$ cat config.mk
export PLATFORM = sky130hd
export DESIGN_NAME = rgb_to_hsv_converter
export DESIGN_NICKNAME = d
export VERILOG_FILES = /design/src/sv/rgbhsv_pkg.sv /design/src/sv/rgb_to_hsv_converter.sv /design/src/sv/rgbhsv_div_pipe.sv
export SDC_FILE = /design/constraint.sdc
export NUM_CORES = 1
export LEC_CHECK = 0
export BUFFER_PORTS_ARGS = -buffer_cell sky130_fd_sc_hd__buf_2
export CAP_MARGIN = 0
export CORE_ASPECT_RATIO = 0.8
export CORE_UTILIZATION = 60
export CTS_BUF_LIST = sky130_fd_sc_hd__clkbuf_4 sky130_fd_sc_hd__clkbuf_8 sky130_fd_sc_hd__clkbuf_16
export DETAILED_ROUTE_END_ITERATION = 7
export PLACE_DENSITY = 0.77
export SYNTH_ARGS = -nofsm -noshare
export SYNTH_HDL_FRONTEND = slang
export SYNTH_SLANG_ARGS = --single-unit
$ cat constraint.sdc
create_clock -name clk -period 8 [get_ports clk]
set_input_delay 0 -clock clk [delete_from_list [all_inputs] [get_ports clk]]
set_output_delay 0 -clock clk [all_outputs]
set_load 0.05 [all_outputs]
$ cat src/sv/rgbhsv_pkg.sv
// shared types and constants for the rgb to hsv converter
// no dependencies; imported by every module of the block
`timescale 1ns / 1ps
`default_nettype none

package rgbhsv_pkg;

  // pixel in and result out, one transfer each
  typedef struct packed {
    logic [7:0] red;
    logic [7:0] green;
    logic [7:0] blue;
  } pixel_t;

  typedef struct packed {
    logic [7:0] hue;
    logic [7:0] saturation;
    logic [7:0] brightness;
  } hsv_t;

  // scaling constants
  localparam logic [7:0] SAT_FULL       = 8'd255;
  localparam logic [7:0] HUE_STEP       = 8'd43;
  localparam logic [7:0] HUE_BASE_RED   = 8'd0;
  localparam logic [7:0] HUE_BASE_GREEN = 8'd85;
  localparam logic [7:0] HUE_BASE_BLUE  = 8'd171;

  // divider shape: one quotient bit per stage, quotients always below 256
  localparam int DIV_STAGES = 8;
  localparam int NUM_W      = 16;

  // per-item data that rides alongside the dividers
  typedef struct packed {
    logic [7:0] base;
    logic       neg;
    logic       zero;
    logic [7:0] brightness;
  } side_t;

endpackage

`default_nettype wire

$ cat src/sv/rgb_to_hsv_converter.sv
// rgb to hsv converter: 8-bit pixel in, 8-bit hue, saturation, value out
// stages: input, sort, multiply, divider stages, output; one pixel per cycle unless hsv_ready stalls the output
// the two dividers resolve one quotient bit per stage, eight stages each
// reset clears every stage valid bit; data registers are not reset
// depends on rgbhsv_pkg and rgbhsv_div_pipe
`timescale 1ns / 1ps
`default_nettype none

module rgb_to_hsv_converter import rgbhsv_pkg::*; (
  input  logic   clk,
  input  logic   rst,
  input  logic   pixel_valid,
  output logic   pixel_ready,
  input  pixel_t pixel,
  output logic   hsv_valid,
  input  logic   hsv_ready,
  output hsv_t   hsv
);

  localparam int ST_IN   = 0;
  localparam int ST_SORT = 1;
  localparam int ST_MUL  = 2;
  localparam int ST_DIV0 = 3;
  localparam int ST_OUT  = ST_DIV0 + DIV_STAGES;
  localparam int NSTG    = ST_OUT + 1;

  logic [NSTG-1:0] vld;
  logic [NSTG-1:0] vld_next;
  logic [NSTG:0]   load;

  // stage load chain: a stage takes new data when empty or draining
  always_comb begin
    load[NSTG] = hsv_ready;
    for (int k = NSTG - 1; k >= 0; k--) begin
      load[k] = !vld[k] || load[k+1];
    end
  end

  always_comb begin
    vld_next = vld;
    if (load[0]) begin
      vld_next[0] = pixel_valid;
    end
    for (int k = 1; k < NSTG; k++) begin
      if (load[k]) begin
        vld_next[k] = vld[k-1];
      end
    end
  end

  always_ff @(posedge clk) begin
    if (rst) begin
      vld <= '0;
    end else begin
      vld <= vld_next;
    end
  end

  assign pixel_ready = load[ST_IN];

  // input register
  pixel_t pix0;

  always_ff @(posedge clk) begin
    if (load[ST_IN]) begin
      pix0 <= pixel;
    end
  end

  // max, min, sector and channel difference
  logic [7:0] hi_c, lo_c, base_c, opa_c, opb_c;
  logic       neg_c;

  always_comb begin
    if (pix0.red >= pix0.green && pix0.red >= pix0.blue) begin
      hi_c   = pix0.red;
      base_c = HUE_BASE_RED;
      opa_c  = pix0.green;
      opb_c  = pix0.blue;
    end else if (pix0.green >= pix0.blue) begin
      hi_c   = pix0.green;
      base_c = HUE_BASE_GREEN;
      opa_c  = pix0.blue;
      opb_c  = pix0.red;
    end else begin
      hi_c   = pix0.blue;
      base_c = HUE_BASE_BLUE;
      opa_c  = pix0.red;
      opb_c  = pix0.green;
    end
    lo_c = pix0.red;
    if (pix0.green < lo_c) begin
      lo_c = pix0.green;
    end
    if (pix0.blue < lo_c) begin
      lo_c = pix0.blue;
    end
    neg_c = (opa_c < opb_c);
  end

  logic [7:0] hi1, span1, base1, absd1;
  logic       neg1;

  always_ff @(posedge clk) begin
    if (load[ST_SORT]) begin
      hi1   <= hi_c;
      span1 <= hi_c - lo_c;
      base1 <= base_c;
      neg1  <= neg_c;
      absd1 <= neg_c ? (opb_c - opa_c) : (opa_c - opb_c);
    end
  end

  // scale numerators by the constant factors
  logic [NUM_W-1:0] num_s2, num_h2;
  logic [7:0]       hi2, span2;
  side_t            side2;

  always_ff @(posedge clk) begin
    if (load[ST_MUL]) begin
      num_s2           <= NUM_W'(span1) * NUM_W'(SAT_FULL);
      num_h2           <= NUM_W'(absd1) * NUM_W'(HUE_STEP);
      hi2              <= hi1;
      span2            <= span1;
      side2.base       <= base1;
      side2.neg        <= neg1;
      side2.zero       <= (span1 == 8'd0);
      side2.brightness <= hi1;
    end
  end

  // saturation and hue offset dividers
  logic [DIV_STAGES-1:0] div_en;
  logic [DIV_STAGES-1:0] quo_s, quo_h;

  assign div_en = load[ST_OUT-1:ST_DIV0];

  rgbhsv_div_pipe u_div_sat (
    .clk (clk),
    .en  (div_en),
    .num (num_s2),
    .den (hi2),
    .quo (quo_s)
  );

  rgbhsv_div_pipe u_div_hue (
    .clk (clk),
    .en  (div_en),
    .num (num_h2),
    .den (span2),
    .quo (quo_h)
  );

  // sector, flags and brightness travel beside the dividers
  side_t side [DIV_STAGES];

  always_ff @(posedge clk) begin
    if (div_en[0]) begin
      side[0] <= side2;
    end
    for (int j = 1; j < DIV_STAGES; j++) begin
      if (div_en[j]) begin
        side[j] <= side[j-1];
      end
    end
  end

  // hue assembly, wraps modulo 256
  side_t      side_last;
  logic [7:0] hue_c;

  assign side_last = side[DIV_STAGES-1];
  assign hue_c = side_last.neg ? (side_last.base - quo_h[7:0])
                               : (side_last.base + quo_h[7:0]);

  always_ff @(posedge clk) begin
    if (load[ST_OUT]) begin
      hsv.hue        <= side_last.zero ? 8'd0 : hue_c;
      hsv.saturation <= side_last.zero ? 8'd0 : quo_s[7:0];
      hsv.brightness <= side_last.brightness;
    end
  end

  assign hsv_valid = vld[ST_OUT];

  // checks
  a_black_pixel: assert property (@(posedge clk) disable iff (rst)
    hsv_valid && hsv.brightness == 8'd0 |-> hsv.hue == 8'd0 && hsv.saturation == 8'd0)
    else $error("black pixel with nonzero hue or saturation");

  a_grey_pixel: assert property (@(posedge clk) disable iff (rst)
    hsv_valid && hsv.saturation == 8'd0 |-> hsv.hue == 8'd0)
    else $error("grey pixel with nonzero hue");

  a_ready_chain: assert property (@(posedge clk) disable iff (rst)
    hsv_ready |-> pixel_ready)
    else $error("input stalled while the output drains");

  a_full_stall: assert property (@(posedge clk) disable iff (rst)
    hsv_valid && !hsv_ready && pixel_valid && pixel_ready |=> hsv_valid)
    else $error("result lost during an output stall");

endmodule

`default_nettype wire

$ cat src/sv/rgbhsv_div_pipe.sv
// pipelined restoring divider, one quotient bit resolved per stage
// depends on rgbhsv_pkg; stage load enables come from the top level
`timescale 1ns / 1ps
`default_nettype none

module rgbhsv_div_pipe import rgbhsv_pkg::*; (
  input  logic                  clk,
  input  logic [DIV_STAGES-1:0] en,
  input  logic [NUM_W-1:0]      num,
  input  logic [7:0]            den,
  output logic [DIV_STAGES-1:0] quo
);

  logic [NUM_W-1:0]      rem  [DIV_STAGES];
  logic [7:0]            dsr  [DIV_STAGES];
  logic [DIV_STAGES-1:0] qbit [DIV_STAGES];

  for (genvar i = 0; i < DIV_STAGES; i++) begin : g_stage
    localparam int K = DIV_STAGES - 1 - i;

    logic [NUM_W-1:0]      rem_prev;
    logic [7:0]            dsr_prev;
    logic [DIV_STAGES-1:0] q_prev;
    logic [NUM_W-1:0]      trial;
    logic                  fits;

    // previous stage, or the operands for the first one
    if (i == 0) begin : g_first
      assign rem_prev = num;
      assign dsr_prev = den;
      assign q_prev   = '0;
    end else begin : g_rest
      assign rem_prev = rem[i-1];
      assign dsr_prev = dsr[i-1];
      assign q_prev   = qbit[i-1];
    end

    // trial subtract of the shifted divisor
    assign trial = NUM_W'(dsr_prev) << K;
    assign fits  = (rem_prev >= trial);

    always_ff @(posedge clk) begin
      if (en[i]) begin
        rem[i]  <= fits ? (rem_prev - trial) : rem_prev;
        dsr[i]  <= dsr_prev;
        qbit[i] <= fits ? (q_prev | (DIV_STAGES'(1) << K)) : q_prev;
      end
    end
  end

  assign quo = qbit[DIV_STAGES-1];

endmodule

`default_nettype wire
==> metrics.csv <==
stage;metric;value;unit
clock_network;htreeDepth;2;
critical_path;slowest_delay;770;ps
yosys;yosysUniqueCellTypes;67;
critical_path;crit_required;8360;ps
sta;tightest_slew;1140;ps
placed_design;place_area;31800;um^2
yosys;syn-mean-instance-area;12.3;um^2
routing;vias;18588;
routing;drc_errors;0;
global_routing;gr-total-overflow;0;
sta;finalCritPeriodShare;0.731;
clock_network;cts_tree;built;
critical_path;startpoint_type;register;
sta;final_max_slew_viol_count;0;
sta;slew_headroom;0.241;
floorplanning;initial_utilization;0.613;
yosys;async_flop_share;0;
flow_run;drv_cap;0;
routing;totalWireLength;55900;um
routing;wl_per_cell;16.7;um
global_routing;grt_pass1_vias;18912;
routing;dr.pass1.iters;6;
min_path;whs_path_depth;2;
clock_network;cts_setup_buffers;0;
critical_path;regToRegStartpoint;pix0[10]$_DFFE_PP_;
sta;fmax;171;MHz
final_layout;final_area;34100;um^2
sta;setup_viol;0;
clock_network;clkLatencyLatePin;620;ps
sta;tns;0;ps
min_path;hold_class;primary input to register;
yosys;yosys_register_bits;587;
critical_path;ff2ff_path_depth;18;
final_layout;final_common_cell;edfxtp_1;
global_routing;antenna_found_initial;0;
final_layout;drive_gt1_frac;0.0821;
yosys;synth_ff_type;edfxtp_1;
clock_network;clock_sinks;587;
floorplanning;ios;54;
floorplanning;die-area;52100;um^2
final_layout;area_growth;11.1;%
yosys;yosysWarnings;0;
global_routing;gr-usage-all-layers;0.222;
routing;vias_per_cell;5.56;
min_path;min_to;pix0[6]$_DFFE_PP_;
floorplanning;core;50100;um^2
critical_path;r2r_end;absd1[5]$_DFFE_PP_;
final_layout;num_antenna_cells;0;
sta;rsz0062_at_grt;no;
yosys;seq_area_frac_synth;0.570;
placed_design;post-dp-hpwl;41500;um
placed_design;io_buffers;53;
floorplanning;die_w;255;um
status;outcome;finished clean;
routing;detail-route-antenna-nets;0;
critical_path;cp_max_fo;26;
critical_path;reg2reg_slack;2150;ps
clock_network;cts-buffers-inserted;56;
routing;drt-initial-drc-count;1118;
yosys;netlist_area;30700;um^2
sta;finalCriticalPeriod;5850;ps
final_layout;fin_nets;2967;
yosys;synth_fp_nets;2844;
final_layout;final_cell_mix;edfxtp_1, inv_1, ha_1;
yosys;synth_edf_count;575;
floorplanning;num_rows;73;
clock_network;cts.path.max_buffers;3;
sta;hold_violations;0;
clock_network;clk_pin_slew;70;ps
critical_path;crit_slowest_cell;a21oi_2;
global_routing;grt_max_degree;67;
min_path;min_from;pixel[6];
placed_design;place_congestion;0.932;
clock_network;root_buffer;clkbuf_16;
sta;clock_skew;16.3;ps
floorplanning;die_h;204;um
critical_path;worstPathCellList;ha_1 -> o21ai_0 -> a21oi_1 -> nor2_1 -> o211ai_1 -> buf_4 -> a21oi_2 -> buf_4 -> nand2_1 -> o21ai_0 -> inv_1 -> ha_1 -> and2_1 -> or4_1 -> o22a_1 -> o311ai_0 -> o221ai_1 -> xor2_1;
global_routing;grt_first_pass_wirelength;92500;um
critical_path;crit_arrival;6210;ps
yosys;syn_inst;2496;
critical_path;end_kind;register;
critical_path;path_class;register to register;
kinds of logic (layout without fill, tap and decap cells):
group           count (synthesis)  count (layout)  synth area share
flops                         587             587             0.570
simple gates                  580             580            0.0923
compound gates                457             457            0.0899
buf+inv                       351             522            0.0435
fa+ha+maj                     320             320             0.144
xor+xnor                      152             152            0.0433
mux                            49              49            0.0167
area by class of cell:
type | count | area, um^2
Timing Repair Buffer | 98 | 676
Clock inverter | 41 | 529
Fill cell | 3419 | 16000
Sequential cell | 587 | 17500
Inverter | 318 | 1190
Clock buffer | 65 | 1490
Multi-Input combinational cell | 1558 | 11900
Tap cell | 675 | 845
state kept, by name, summed over array words and instances (netlist names):
signal and flops:
hi1 8, u_div_sat.rem 105, span1 8, absd1 8, u_div_hue.rem 112, hsv 24, span2 7, side 104
pix0 24, vld 12, neg1 1, side2 13, u_div_hue.qbit 36, num_s2 16, u_div_hue.dsr 56, base1 3
num_h2 14, u_div_sat.qbit 36
how the worst max path moves through the flow:
stage                                endpoint  cells past startpoint  slack (ps)            startpoint
final                      absd1[5]$_DFFE_PP_                     18        2150    pix0[10]$_DFFE_PP_
after global routing       absd1[5]$_DFFE_PP_                     18        1630    pix0[10]$_DFFE_PP_
after CTS                  absd1[5]$_DFFE_PP_                     18        2150    pix0[10]$_DFFE_PP_
after detailed placement   absd1[6]$_DFFE_PP_                     18        2180     pix0[4]$_DFFE_PP_
after global placement     absd1[6]$_DFFE_PP_                     18        2330     pix0[4]$_DFFE_PP_
after floorplan           num_h2[0]$_DFFE_PP_                      9        3100  vld[11]$_SDFFE_PP0P_
what timing repair did:
| action | in CTS | in global routing |
|---|---|---|
| endpoints found under the hold margin | 36 | 0 |
| resized for setup | 0 | 0 |
| hold buffers | 29 | 0 |
layer usage:
metal  wire (um)  vias up  GRT usage  share of wire
met3        2160      117     0.0248          0.039
met5           0        -          0              0
li1            -     9146          -              -
met2       27300      432      0.388           0.49
met4        1720        0     0.0813          0.031
met1       24700     8893      0.287           0.44
critical path, delay by kind of cell, from the launching register on:
| family | cells | cell delay, ps |
|---|---|---|
| compound gates | 8 | 2720 |
| xor+xnor | 1 | 180 |
| fa+ha+maj | 2 | 700 |
| buf+inv | 3 | 700 |
| flops | 1 | 490 |
| simple gates | 4 | 780 |
through the flow:
step | setup slack, ps | std cells | hold WS, ps | utilization
finish | 2150 | 3342 | 91.6 | 0.681
global placement | 2330 | 3207 | 177 | 0.635
detailed placement | 2180 | 3207 | 178 | 0.635
global route | 1630 | 3342 | 79.6 | 0.681
CTS | 2150 | 3342 | 49.2 | 0.681
floorplan | 3100 | 2496 | 69.1 | -
synth_stat cells (all sizes together), types with 4 or more instances:
cell type	instances	area share
edfxtp	575	0.56
inv	316	0.039
ha	263	0.11
nor2	199	0.025
a21oi	165	0.027
nand2	136	0.017
o21ai	125	0.020
xnor2	91	0.026
xor2	61	0.017
fa	57	0.037
a21o	52	0.013
nor2b	50	0.010
nand2b	36	0.0073
nor3	36	0.0059
mux2i	30	0.0098
clkbuf	27	0.0033
o21a	22	0.0054
nand4	21	0.0043
nor4	21	0.0043
mux2	19	0.0070
nand3	18	0.0031
a21boi	16	0.0039
or3	13	0.0030
dfxtp	12	0.0078
nand4b	12	0.0034
o31ai	12	0.0029
a31oi	9	0.0018
a2111oi	7	0.0022
a211oi	7	0.0017
and2	7	0.0014
o21bai	7	0.0017
or2	7	0.0014
or4	7	0.0018
buf	6	0.0013
nor4b	6	0.0017
a31o	5	0.0014
o211ai	5	0.0012
a211o	4	0.0014
Power is left out: the tool's default activity adds up to more than one toggle a clock period on the data nets, which glitch-free logic cannot reach.
